--- config.mk ---
export PLATFORM = sky130hd
export DESIGN_NAME = four_queue_round_robin_drain_flat
export DESIGN_NICKNAME = d
export VERILOG_FILES = /design/src/hdl/fqrr_pkg.sv /design/src/hdl/fqrr_if.sv /design/src/hdl/four_queue_round_robin_drain.sv /design/src/hdl/fqrr_ram.sv /design/src/hdl/fqrr_outq.sv /design/src/hdl/fqrr_ctrl.sv /design/src/flat_wrapper.sv
export VERILOG_INCLUDE_DIRS = /design/src /design/src/hdl
export SDC_FILE = /design/constraint.sdc
export NUM_CORES = 1
export LEC_CHECK = 0
export BUFFER_PORTS_ARGS = -buffer_cell sky130_fd_sc_hd__buf_4
export CAP_MARGIN = 15
export CORE_ASPECT_RATIO = 0.6
export CORE_MARGIN = 2
export CORE_UTILIZATION = 45
export CTS_CLUSTER_DIAMETER = 50
export CTS_CLUSTER_SIZE = 30
export DETAILED_ROUTE_END_ITERATION = 7
export PLACE_DENSITY_LB_ADDON = 0.08
export SLEW_MARGIN = 20
export SYNTH_ARGS = -nofsm -noshare
export SYNTH_HDL_FRONTEND = slang
export SYNTH_SLANG_ARGS = --single-unit
--- constraint.sdc ---
create_clock -name clk -period 9 [get_ports clk]
set_input_delay 0.45 -clock clk [delete_from_list [all_inputs] [get_ports clk]]
set_output_delay 0.45 -clock clk [all_outputs]
set_load 0.01 [all_outputs]
--- src/hdl/four_queue_round_robin_drain_assert.svh ---
// Assertion helpers for the flight queue scheduler.
// Both expect clk and rst_n in the scope where they are used.
`ifndef FOUR_QUEUE_ROUND_ROBIN_DRAIN_ASSERT_SVH
`define FOUR_QUEUE_ROUND_ROBIN_DRAIN_ASSERT_SVH

// Same-cycle implication.
`define FQRR_ASSERT_NOW(label, cond, conseq, msg) \
    label: assert property (@(posedge clk) disable iff (!rst_n) (cond) |-> (conseq)) \
        else $error(msg);

// Next-cycle implication.
`define FQRR_ASSERT_NEXT(label, cond, conseq, msg) \
    label: assert property (@(posedge clk) disable iff (!rst_n) (cond) |=> (conseq)) \
        else $error(msg);

`endif

--- src/hdl/fqrr_pkg.sv ---
package fqrr_pkg;

    localparam int QUEUE_DEPTH = 16;
    localparam int MAX_FLIGHT  = 999;
    localparam int NUM_QUEUES  = 4;

    localparam int FLIGHT_W = 10;
    localparam int QUEUE_W  = 2;
    localparam int STATUS_W = 3;
    localparam int CMD_W    = 2;
    localparam int PTR_W    = (QUEUE_DEPTH > 1) ? $clog2(QUEUE_DEPTH) : 1;
    localparam int CNT_W    = $clog2(QUEUE_DEPTH + 1);
    localparam int ADDR_W   = $clog2(NUM_QUEUES * QUEUE_DEPTH);

    // command codes
    localparam logic [CMD_W-1:0] CMD_SELECT = 2'd0;
    localparam logic [CMD_W-1:0] CMD_ARRIVE = 2'd1;
    localparam logic [CMD_W-1:0] CMD_SERVE  = 2'd2;

    // directions
    localparam logic [QUEUE_W-1:0] DIR_WEST  = 2'd0;
    localparam logic [QUEUE_W-1:0] DIR_SOUTH = 2'd1;
    localparam logic [QUEUE_W-1:0] DIR_NORTH = 2'd2;
    localparam logic [QUEUE_W-1:0] DIR_EAST  = 2'd3;
    localparam logic [QUEUE_W:0]   NO_DIRECTION = 3'd4;

    // status codes
    localparam logic [STATUS_W-1:0] ST_STORED = 3'd0;
    localparam logic [STATUS_W-1:0] ST_FULL   = 3'd1;
    localparam logic [STATUS_W-1:0] ST_SERVED = 3'd2;
    localparam logic [STATUS_W-1:0] ST_EMPTY  = 3'd3;
    localparam logic [STATUS_W-1:0] ST_NODIR  = 3'd4;
    localparam logic [STATUS_W-1:0] ST_DIRSET = 3'd5;

    typedef struct packed {
        logic                valid;
        logic [STATUS_W-1:0] status;
        logic [FLIGHT_W-1:0] flight;
        logic [QUEUE_W-1:0]  queue;
        logic                last;
    } result_t;

    typedef struct packed {
        logic                en;
        logic [ADDR_W-1:0]   addr;
        logic [FLIGHT_W-1:0] data;
    } ram_wr_t;

    typedef struct packed {
        logic              en;
        logic [ADDR_W-1:0] addr;
    } ram_rd_t;

    typedef struct packed {
        logic busy;
        logic rd_pending;
    } ctrl_stat_t;

    // Round visiting order: west, north, south, east.
    function automatic logic [QUEUE_W-1:0] serve_queue(input logic [QUEUE_W-1:0] pos);
        logic [QUEUE_W-1:0] q;
        case (pos)
            2'd0:    q = DIR_WEST;
            2'd1:    q = DIR_NORTH;
            2'd2:    q = DIR_SOUTH;
            default: q = DIR_EAST;
        endcase
        return q;
    endfunction

endpackage

--- src/hdl/fqrr_if.sv ---
interface fqrr_in_if;
    logic                            valid;
    logic                            ready;
    logic [fqrr_pkg::CMD_W-1:0]      cmd;
    logic [fqrr_pkg::QUEUE_W-1:0]    direction;
    logic [fqrr_pkg::FLIGHT_W-1:0]   flight_number;

    modport source (output valid, cmd, direction, flight_number, input ready);
    modport sink   (input valid, cmd, direction, flight_number, output ready);
endinterface

interface fqrr_out_if;
    logic                            valid;
    logic                            ready;
    logic [fqrr_pkg::STATUS_W-1:0]   status;
    logic [fqrr_pkg::FLIGHT_W-1:0]   served_flight;
    logic [fqrr_pkg::QUEUE_W-1:0]    served_queue;
    logic                            last;

    modport source (output valid, status, served_flight, served_queue, last, input ready);
    modport sink   (input valid, status, served_flight, served_queue, last, output ready);
endinterface

--- src/hdl/four_queue_round_robin_drain.sv ---
// Channel   Dir  Handshake     Payload
// command   in   valid/ready   cmd[1:0], direction[1:0], flight_number[9:0]
// report    out  valid/ready   status[2:0], served_flight[9:0], served_queue[1:0], last
//
// Select and arrival requests are accepted and their report is queued at the same edge.
// A serve request holds off the next request until the head of every non-empty
// queue has been read: after the accept, the single read port of the flight
// memory yields one queue head per cycle unless a pending head waits on a full
// report queue. Reset clears pointers, fill counts and the direction; the flight
// memory is not cleared. A two-entry report queue absorbs stalls, and command
// ready drops while it is full or a serve round is in progress.
`include "four_queue_round_robin_drain_assert.svh"

module four_queue_round_robin_drain (
    input  logic        clk,
    input  logic        rst_n,
    fqrr_in_if.sink     command,
    fqrr_out_if.source  report
);

    fqrr_pkg::ram_wr_t             wr;
    fqrr_pkg::ram_rd_t             rd;
    logic [fqrr_pkg::FLIGHT_W-1:0] rd_data;
    fqrr_pkg::result_t             push;
    fqrr_pkg::ctrl_stat_t          stat;
    logic                          space;

    // Flight storage: four queues laid out back to back, one read and one
    // write per cycle, read data registered.
    fqrr_ram u_ram (
        .clk     (clk),
        .wr      (wr),
        .rd      (rd),
        .rd_data (rd_data)
    );

    // Sequencer: decode requests, keep head pointers and fill counts,
    // walk the round and turn memory reads into served reports.
    fqrr_ctrl u_ctrl (
        .clk     (clk),
        .rst_n   (rst_n),
        .command (command),
        .space   (space),
        .rd_data (rd_data),
        .wr      (wr),
        .rd      (rd),
        .res     (push),
        .stat    (stat)
    );

    // Report queue: decouple the output stall from the sequencer.
    fqrr_outq u_outq (
        .clk    (clk),
        .rst_n  (rst_n),
        .push   (push),
        .space  (space),
        .report (report)
    );

    // Never push a report into a full queue.
    `FQRR_ASSERT_NOW(a_push_space, push.valid, space, "report pushed into full queue")
    // Only a served report may be followed by more reports of the same request.
    `FQRR_ASSERT_NOW(a_single_last, report.valid && (report.status != fqrr_pkg::ST_SERVED),
        report.last, "non-served report without last")
    // Hold a pending served head while the report queue is full.
    `FQRR_ASSERT_NEXT(a_hold_pending, stat.rd_pending && !space, stat.rd_pending,
        "pending served head lost under stall")
    // Hold off new requests for the whole serve round.
    `FQRR_ASSERT_NOW(a_busy_stall, stat.busy, !command.ready,
        "request taken during a serve round")

endmodule

--- src/hdl/fqrr_ram.sv ---
module fqrr_ram (
    input  logic                          clk,
    input  fqrr_pkg::ram_wr_t             wr,
    input  fqrr_pkg::ram_rd_t             rd,
    output logic [fqrr_pkg::FLIGHT_W-1:0] rd_data
);

    logic [fqrr_pkg::FLIGHT_W-1:0] mem [fqrr_pkg::NUM_QUEUES * fqrr_pkg::QUEUE_DEPTH];
    logic [fqrr_pkg::FLIGHT_W-1:0] rd_data_reg;

    always_ff @(posedge clk)
    begin
        if (wr.en)
        begin
            mem[wr.addr] <= wr.data;
        end
    end

    // hold read data until the next read
    always_ff @(posedge clk)
    begin
        if (rd.en)
        begin
            rd_data_reg <= mem[rd.addr];
        end
    end

    assign rd_data = rd_data_reg;

endmodule

--- src/hdl/fqrr_outq.sv ---
module fqrr_outq (
    input  logic                clk,
    input  logic                rst_n,
    input  fqrr_pkg::result_t   push,
    output logic                space,
    fqrr_out_if.source          report
);

    fqrr_pkg::result_t entry_reg [2];
    logic              wr_ptr_reg;
    logic              rd_ptr_reg;
    logic [1:0]        cnt_reg;
    logic [1:0]        cnt_next;
    logic              pop;
    fqrr_pkg::result_t head;

    assign pop   = report.valid && report.ready;
    assign space = (cnt_reg != 2'd2);
    assign head  = entry_reg[rd_ptr_reg];

    always_comb
    begin
        cnt_next = cnt_reg;
        if (push.valid && !pop)
        begin
            cnt_next = cnt_reg + 2'd1;
        end
        else if (!push.valid && pop)
        begin
            cnt_next = cnt_reg - 2'd1;
        end
    end

    always_ff @(posedge clk or negedge rst_n)
    begin
        if (!rst_n)
        begin
            wr_ptr_reg <= 1'b0;
            rd_ptr_reg <= 1'b0;
            cnt_reg    <= 2'd0;
        end
        else
        begin
            cnt_reg <= cnt_next;
            if (push.valid)
            begin
                wr_ptr_reg <= !wr_ptr_reg;
            end
            if (pop)
            begin
                rd_ptr_reg <= !rd_ptr_reg;
            end
        end
    end

    always_ff @(posedge clk)
    begin
        if (push.valid)
        begin
            entry_reg[wr_ptr_reg] <= push;
        end
    end

    assign report.valid         = (cnt_reg != 2'd0);
    assign report.status        = head.status;
    assign report.served_flight = head.flight;
    assign report.served_queue  = head.queue;
    assign report.last          = head.last;

endmodule

--- src/hdl/fqrr_ctrl.sv ---
module fqrr_ctrl (
    input  logic                          clk,
    input  logic                          rst_n,
    fqrr_in_if.sink                       command,
    input  logic                          space,
    input  logic [fqrr_pkg::FLIGHT_W-1:0] rd_data,
    output fqrr_pkg::ram_wr_t             wr,
    output fqrr_pkg::ram_rd_t             rd,
    output fqrr_pkg::result_t             res,
    output fqrr_pkg::ctrl_stat_t          stat
);

    localparam logic ST_IDLE  = 1'b0;
    localparam logic ST_SERVE = 1'b1;

    localparam int PTR_W  = fqrr_pkg::PTR_W;
    localparam int CNT_W  = fqrr_pkg::CNT_W;
    localparam int ADDR_W = fqrr_pkg::ADDR_W;
    localparam int NQ     = fqrr_pkg::NUM_QUEUES;

    logic                          state_reg, state_next;
    logic [PTR_W-1:0]              head_reg [NQ];
    logic [PTR_W-1:0]              head_next [NQ];
    logic [CNT_W-1:0]              fill_reg [NQ];
    logic [CNT_W-1:0]              fill_next [NQ];
    logic [fqrr_pkg::QUEUE_W:0]    dir_reg, dir_next;
    logic [NQ-1:0]                 mask_reg, mask_next;
    logic                          rd_valid_reg, rd_valid_next;
    logic [fqrr_pkg::QUEUE_W-1:0]  rd_queue_reg, rd_queue_next;
    logic                          rd_last_reg, rd_last_next;

    logic                          accept;
    logic                          issue_ok;
    logic [fqrr_pkg::QUEUE_W-1:0]  arr_q;
    logic [CNT_W:0]                slot_sum;
    logic [PTR_W-1:0]              slot;
    logic [fqrr_pkg::FLIGHT_W-1:0] flight_sat;
    logic [NQ-1:0]                 nonempty;
    logic [fqrr_pkg::QUEUE_W-1:0]  pick_pos;
    logic [fqrr_pkg::QUEUE_W-1:0]  pick_q;
    logic [NQ-1:0]                 mask_left;

    assign command.ready = (state_reg == ST_IDLE) && !rd_valid_reg && space;
    assign accept        = command.valid && command.ready;
    assign issue_ok      = !rd_valid_reg || space;

    assign stat.busy       = (state_reg == ST_SERVE);
    assign stat.rd_pending = rd_valid_reg;

    // tail slot of the selected queue
    assign arr_q    = dir_reg[fqrr_pkg::QUEUE_W-1:0];
    assign slot_sum = (CNT_W+1)'(head_reg[arr_q]) + (CNT_W+1)'(fill_reg[arr_q]);
    assign slot     = (slot_sum >= (CNT_W+1)'(fqrr_pkg::QUEUE_DEPTH))
                    ? PTR_W'(slot_sum - (CNT_W+1)'(fqrr_pkg::QUEUE_DEPTH))
                    : PTR_W'(slot_sum);

    // clamp oversize flight numbers
    assign flight_sat = (32'(command.flight_number) > fqrr_pkg::MAX_FLIGHT)
                      ? fqrr_pkg::FLIGHT_W'(fqrr_pkg::MAX_FLIGHT)
                      : command.flight_number;

    // non-empty queues, indexed by position in the round
    always_comb
    begin
        for (int i = 0; i < NQ; i++)
        begin
            nonempty[i] = (fill_reg[fqrr_pkg::serve_queue(fqrr_pkg::QUEUE_W'(i))] != '0);
        end
    end

    // first remaining position of the round
    always_comb
    begin
        pick_pos = '0;
        for (int i = NQ - 1; i >= 0; i--)
        begin
            if (mask_reg[i])
            begin
                pick_pos = fqrr_pkg::QUEUE_W'(i);
            end
        end
        mask_left           = mask_reg;
        mask_left[pick_pos] = 1'b0;
    end

    assign pick_q = fqrr_pkg::serve_queue(pick_pos);

    always_comb
    begin
        state_next    = state_reg;
        head_next     = head_reg;
        fill_next     = fill_reg;
        dir_next      = dir_reg;
        mask_next     = mask_reg;
        rd_valid_next = rd_valid_reg;
        rd_queue_next = rd_queue_reg;
        rd_last_next  = rd_last_reg;
        res           = '0;
        wr            = '0;
        rd            = '0;

        if (accept)
        begin
            case (command.cmd)
                fqrr_pkg::CMD_SELECT:
                begin
                    dir_next   = {1'b0, command.direction};
                    res.valid  = 1'b1;
                    res.status = fqrr_pkg::ST_DIRSET;
                    res.last   = 1'b1;
                end
                fqrr_pkg::CMD_ARRIVE:
                begin
                    res.valid = 1'b1;
                    res.last  = 1'b1;
                    if (dir_reg[fqrr_pkg::QUEUE_W])
                    begin
                        res.status = fqrr_pkg::ST_NODIR;
                    end
                    else if (fill_reg[arr_q] == CNT_W'(fqrr_pkg::QUEUE_DEPTH))
                    begin
                        res.status = fqrr_pkg::ST_FULL;
                    end
                    else
                    begin
                        res.status       = fqrr_pkg::ST_STORED;
                        wr.en            = 1'b1;
                        wr.addr          = ADDR_W'(arr_q) * ADDR_W'(fqrr_pkg::QUEUE_DEPTH)
                                         + ADDR_W'(slot);
                        wr.data          = flight_sat;
                        fill_next[arr_q] = fill_reg[arr_q] + CNT_W'(1);
                    end
                end
                fqrr_pkg::CMD_SERVE:
                begin
                    if (nonempty == '0)
                    begin
                        res.valid  = 1'b1;
                        res.status = fqrr_pkg::ST_EMPTY;
                        res.last   = 1'b1;
                    end
                    else
                    begin
                        mask_next  = nonempty;
                        state_next = ST_SERVE;
                    end
                end
                default:
                begin
                end
            endcase
        end

        // read stage: deliver the popped head
        if (rd_valid_reg && space)
        begin
            res.valid     = 1'b1;
            res.status    = fqrr_pkg::ST_SERVED;
            res.flight    = rd_data;
            res.queue     = rd_queue_reg;
            res.last      = rd_last_reg;
            rd_valid_next = 1'b0;
        end

        // one queue head per cycle, unless a pending head waits on a full report queue
        if ((state_reg == ST_SERVE) && issue_ok)
        begin
            rd.en             = 1'b1;
            rd.addr           = ADDR_W'(pick_q) * ADDR_W'(fqrr_pkg::QUEUE_DEPTH)
                              + ADDR_W'(head_reg[pick_q]);
            head_next[pick_q] = (head_reg[pick_q] == PTR_W'(fqrr_pkg::QUEUE_DEPTH - 1))
                              ? '0 : head_reg[pick_q] + PTR_W'(1);
            fill_next[pick_q] = fill_reg[pick_q] - CNT_W'(1);
            mask_next         = mask_left;
            rd_valid_next     = 1'b1;
            rd_queue_next     = pick_q;
            rd_last_next      = (mask_left == '0);
            if (mask_left == '0)
            begin
                state_next = ST_IDLE;
            end
        end
    end

    always_ff @(posedge clk or negedge rst_n)
    begin
        if (!rst_n)
        begin
            state_reg    <= ST_IDLE;
            dir_reg      <= fqrr_pkg::NO_DIRECTION;
            mask_reg     <= '0;
            rd_valid_reg <= 1'b0;
            for (int i = 0; i < NQ; i++)
            begin
                head_reg[i] <= '0;
                fill_reg[i] <= '0;
            end
        end
        else
        begin
            state_reg    <= state_next;
            dir_reg      <= dir_next;
            mask_reg     <= mask_next;
            rd_valid_reg <= rd_valid_next;
            head_reg     <= head_next;
            fill_reg     <= fill_next;
        end
    end

    always_ff @(posedge clk)
    begin
        rd_queue_reg <= rd_queue_next;
        rd_last_reg  <= rd_last_next;
    end

endmodule
--- src/flat_wrapper.sv ---
// flat-port wrapper written by rule: the top's interface ports become plain ports
module four_queue_round_robin_drain_flat 
  (clk, rst_n, command_valid, command_cmd, command_direction, command_flight_number, command_ready, report_valid, report_status, report_served_flight, report_served_queue, report_last, report_ready);
  fqrr_in_if command_i ();
  fqrr_out_if report_i ();
  input  logic clk;
  input  logic rst_n;
  input wire logic [$bits(command_i.valid)-1:0] command_valid;
  input wire logic [$bits(command_i.cmd)-1:0] command_cmd;
  input wire logic [$bits(command_i.direction)-1:0] command_direction;
  input wire logic [$bits(command_i.flight_number)-1:0] command_flight_number;
  output wire logic [$bits(command_i.ready)-1:0] command_ready;
  output wire logic [$bits(report_i.valid)-1:0] report_valid;
  output wire logic [$bits(report_i.status)-1:0] report_status;
  output wire logic [$bits(report_i.served_flight)-1:0] report_served_flight;
  output wire logic [$bits(report_i.served_queue)-1:0] report_served_queue;
  output wire logic [$bits(report_i.last)-1:0] report_last;
  input wire logic [$bits(report_i.ready)-1:0] report_ready;
  assign command_i.valid = command_valid;
  assign command_i.cmd = command_cmd;
  assign command_i.direction = command_direction;
  assign command_i.flight_number = command_flight_number;
  assign command_ready = command_i.ready;
  assign report_valid = report_i.valid;
  assign report_status = report_i.status;
  assign report_served_flight = report_i.served_flight;
  assign report_served_queue = report_i.served_queue;
  assign report_last = report_i.last;
  assign report_i.ready = report_ready;
  four_queue_round_robin_drain u_core (.clk(clk), .rst_n(rst_n), .command(command_i), .report(report_i));
endmodule
==> results.md <==
Outcome:
- The run finished with clean final reports.

Power:
- The total net switching power is 4.918 mW.
- The total power of the final layout is 11.55 mW.
- The portion of total power attributed to the clock network is 0.209.
- The power density over cell area is 344.5 nW/um2.
- The analysis attributes to cell leakage a power of 10.98 nW.
- The internal power consumption is 6.636 mW.
- Of the total power, registers draw 0.368.
- The worst-case IR drop observed on VDD is 0.2103 mV.
- Of the total power, the share spent switching nets is 0.4256.
- The combinational share of power is 0.423.

Clock tree:
- The clock slew at the register clock pins of the worst setup and hold paths is 0.09 ns.
- The number of resized instances in the post-cts repair step is 0.
- The largest buffer count on any clock path is 3.
- The root buffer cell chosen for the clock tree is sky130_fd_sc_hd__clkbuf_16.
- The later-pin clock latency in the skew report is 0.64 ns.
- The clock tree from TritonCTS is built.
- CTS saw 734 sinks.
- The total clock buffers created by CTS is 46.
- CTS built an H-tree with a depth of 2.
- The setup fix buffers added after clock tree synthesis is 0.

Logic synthesis:
- The synthesized netlist cell count is 2114.
- The net count after synthesis is 2141.
- Of all flip-flops after synthesis, the portion carrying an async set or reset was 0.06676.
- The number of distinct library cell variants in the gate-level netlist after synthesis is 70.
- The commonest register cell after synthesis is sky130_fd_sc_hd__edfxtp_1.
- The register area share after synthesis is 0.7096.
- During synthesis, Yosys emitted a total of 0 warnings.
- Of the total synthesized cell area, the portion taken by XOR and XNOR cells is 0.004277.
- The share of synthesized area in the top cell type comes to 0.6697.
- The register bit count reported by yosys is 734.
- Of the total synthesized cell area, the portion taken by AND, OR, NAND and NOR gates is 0.09035.
- The cell taking the most area after synthesis is sky130_fd_sc_hd__edfxtp_1.
- In this run, synthesis inferred 685 flip-flops with an integrated enable.
- The adder and majority gate portion of the synthesized area is 0.004236.
- By count the netlist is led by sky130_fd_sc_hd__edfxtp_1 (685), sky130_fd_sc_hd__nor2_1 (203), sky130_fd_sc_hd__nand2_1 (141).
- The average instance in the mapped netlist occupies 14.53 um2.
- The fraction of the mapped netlist area in compound gates is 0.1088.
- After synthesis, the largest family of logic cells by area is compound AO/OA/AOI/OAI gates.
- The post-synthesis instance area is 30720 um2.
- By area the synthesized netlist is led by sky130_fd_sc_hd__edfxtp_1 (67%), sky130_fd_sc_hd__dfrtp_1 (3.9%), sky130_fd_sc_hd__mux2_2 (2.9%).
- The portion of netlist area occupied by mux cells is 0.06061.
- By instance count, the leading cell after synthesis is sky130_fd_sc_hd__edfxtp_1.

Layout:
- From synthesis to final layout, the design area changed by 9.206%.
- Measured on the finished design, the core utilization comes to 0.4949.
- The number of fill cells is 5793.
- The flip-flop count of the largest register, all copies and words added is 640.
- The register area is 21800 um2.
- The area used by multi-input combinational logic is 8357 um2.
- The post-layout net count is 2122.
- In the final layout, the share of cells above drive strength 1 is 0.1501.

STA:
- In the finished design, the share of the clock period the worst path needs comes to 0.5869.
- For the final database, setup skew stands at 0.04026 ns.
- For the pin with the worst max-slew slack, the measured transition is 1.164 ns.
- The final hold slack is 0.07090 ns.
- Setup repair after global routing left no endpoint under its margin.
- The max-slew violation count is 0.
- For this run, the top clock speed supported by timing is 189.3 MHz.
- The number of hold violations in the final report was 0.
- The worst path meets setup with 3.718 ns of slack.
- The worst path in the final design needs a cycle of 5.282 ns, including I/O delays and setup.
- Setup violations remaining at the end of the flow were counted as 0.
- The final setup TNS is 0 ns.
- The worst max-slew margin expressed relative to the limit is 0.2238.

Global route:
- The number of global-route vias before repair was 18020.
- The initial antenna violation count came to 7.
- The remaining global-route overflow is 0.
- The first global-routing pass estimated 130000 um of wire.
- The total global routing track utilization is 0.2578.
- The pin count of the biggest net entering global routing is 83.

Critical path:
- The endpoint required time on the critical path is 9.25 ns.
- The startpoint-to-endpoint class of the critical path is flop to flop.
- The capturing instance or port of the critical path is u_core.u_ram.mem[62][8].
- The master of the slowest instance on the critical path is sky130_fd_sc_hd__nor2_1.
- The number of cells on the worst reg-to-reg path is 8.
- Walking the worst path, the cells encountered are mux4_2 > inv_1 > ha_1 > and4bb_1 > or4_1 > nor2_1 > nand3_1 > nor2_1.
- The setup slack on the worst flop-to-flop path is 3.72 ns.
- The startpoint kind of the worst setup timing path is a flop.
- The destination of the worst register-to-register timing path is u_core.u_ram.mem[62][8].
- STA classifies the critical path endpoint as a flop.
- The largest fanout on the critical path is 18.
- The arrival time reported for the critical path endpoint is 5.53 ns.
- The worst reg2reg path startpoint is u_core.u_ctrl.dir_reg[0].
- The delay of the slowest cell on the worst path is 1.10 ns.
- The cell that appears most often on the critical path is sky130_fd_sc_hd__nor2_1.
- The launch point of the critical path is u_core.u_ctrl.dir_reg[0].

Place:
- The setup slack after placement is 3.762 ns.
- During placement, the flow inserted port buffers numbering 35.
- Routability-driven placement finished with a final weighted congestion of 0.9005.
- Detailed placement ended at an HPWL of 56810 um.

Floorplanning:
- The initial core utilization is 0.4532.
- After floorplanning, the core was divided into 74 placement rows.
- The number of placed I/O pins is 36.
- The die is 341.3 um wide.
- The total die area is 70430 um2.
- The region available for standard cell placement spans 67780 um2.
- The vertical die dimension is 206.4 um.

Job:
- The max-capacitance violation count is 0.

Hold path:
- The worst min-delay path class is input pin to flop.

Detailed routing:
- The detail route stage leaves a number of antenna-violating nets equal to 0.
- Wires add up to 90860 um.
- After detailed routing, the average wire length per cell comes to 29.84 um.
- The mean number of vias per cell is 6.281.
- After detailed routing, the number of remaining DRC violations is 0.
- The initial detailed-routing violation count is 2530.
- The first detailed-routing pass ran for 6 iterations.
- Across all layers, the routed design uses 19130 vias.
## area by class of cell
cell class | count | share of cell area
antenna | 1 | 0.00007460
clock buffer | 48 | 0.03517
clock inverter | 37 | 0.01384
inverter | 17 | 0.001977
multi-input combinational | 1225 | 0.2491
sequential | 734 | 0.6498
tap | 912 | 0.03402
timing repair buffer | 71 | 0.01596
## layout by cell type (no fill, tap or decap), types with 7 or more instances in the layout
cell	count
sky130_fd_sc_hd__xnor2_1	12
sky130_fd_sc_hd__o31a_1	10
sky130_fd_sc_hd__ha_1	8
sky130_fd_sc_hd__clkbuf_16	47
sky130_fd_sc_hd__nand2b_1	10
sky130_fd_sc_hd__o21a_1	14
sky130_fd_sc_hd__buf_4	70
sky130_fd_sc_hd__a21oi_1	111
sky130_fd_sc_hd__inv_6	7
sky130_fd_sc_hd__and3_1	13
sky130_fd_sc_hd__o211ai_1	61
sky130_fd_sc_hd__a22oi_1	10
sky130_fd_sc_hd__a221o_1	9
sky130_fd_sc_hd__or3_1	20
sky130_fd_sc_hd__mux2_2	79
sky130_fd_sc_hd__a2111oi_0	21
sky130_fd_sc_hd__edfxtp_1	685
sky130_fd_sc_hd__a211oi_1	10
sky130_fd_sc_hd__nor2_1	196
sky130_fd_sc_hd__nor2b_1	9
sky130_fd_sc_hd__o2111a_1	11
sky130_fd_sc_hd__a22o_1	10
sky130_fd_sc_hd__mux4_2	36
sky130_fd_sc_hd__a32o_1	9
sky130_fd_sc_hd__o311a_1	10
sky130_fd_sc_hd__nand3_1	19
sky130_fd_sc_hd__nand2_1	139
sky130_fd_sc_hd__o41ai_2	10
sky130_fd_sc_hd__a221oi_1	20
sky130_fd_sc_hd__nor4_1	11
sky130_fd_sc_hd__dfrtp_1	48
sky130_fd_sc_hd__o221ai_1	20
sky130_fd_sc_hd__mux2i_1	15
sky130_fd_sc_hd__and2_1	14
sky130_fd_sc_hd__nor3_1	68
sky130_fd_sc_hd__or4_1	37
sky130_fd_sc_hd__o21ai_0	129
sky130_fd_sc_hd__inv_8	10
sky130_fd_sc_hd__inv_1	15
## per-layer routing
| metal | track usage | share of wire |
|---|---|---|
| met1 | 0.4058 | 0.47 |
| met2 | 0.3493 | 0.40 |
| met3 | 0.07689 | 0.11 |
| met4 | 0.04956 | 0.017 |
| met5 | 0 | 0 |
## worst max-delay path, delay by kind of cell, from the launching register on
family / cells / cell delay, ns
fa+ha+maj: 1 / 0.18
flops: 1 / 0.94
simple gates: 5 / 3.23
buf+inv: 1 / 0.08
mux: 1 / 0.45
## cell families after synthesis
| logic type | Yosys count |
|---|---|
| flip-flops | 734 |
| multiplexers | 131 |
| XOR/XNOR | 15 |
| AND/OR/NAND/NOR | 583 |
| AO/OA/AOI/OAI | 486 |
| buffers and inverters | 155 |
| adder cells (fa/ha/maj) | 10 |
## timing repair
action / in CTS / in global routing
hold buffers: 1 / 0
endpoints found under the hold margin: 48 / 0
setup endpoints to repair: 0 / 0
## metrics by stage
stage,cells,area (um2)
after floorplan,2114,30720
after global placement,2958,31880
after detailed placement,2958,31880
after CTS,3044,33530
after global routing,3044,33540
final,3045,33540
## power groups by stage
stage,sequential (mW),clock [mW],combinational (mW)
floorplan,4.18,0,3.22
finish,4.26,2.41,4.88
detailed placement,4.33,0,4.77
CTS,4.25,2.45,4.80
global placement,4.33,0,4.76
global route,4.28,2.56,5.22
## worst min-delay path by stage
stage | startpoint | endpoint | slack (ns) | cells after the start
4_1_cts | command_direction[1] | u_core.u_ctrl.dir_reg[1] | 0.04 | 3
5_1_grt | command_direction[0] | u_core.u_ctrl.dir_reg[0] | 0.08 | 2
3_3_place_gp | u_core.u_ctrl.dir_reg[2] | u_core.u_ctrl.dir_reg[2] | 0.48 | 1
3_5_place_dp | u_core.u_ctrl.dir_reg[2] | u_core.u_ctrl.dir_reg[2] | 0.49 | 1
2_1_floorplan | rst_n | u_core.u_ctrl.dir_reg[0] | 0.15 | 0
6_report | command_direction[1] | u_core.u_ctrl.dir_reg[1] | 0.07 | 3
Note: power is estimated with default switching activity, not from simulation.
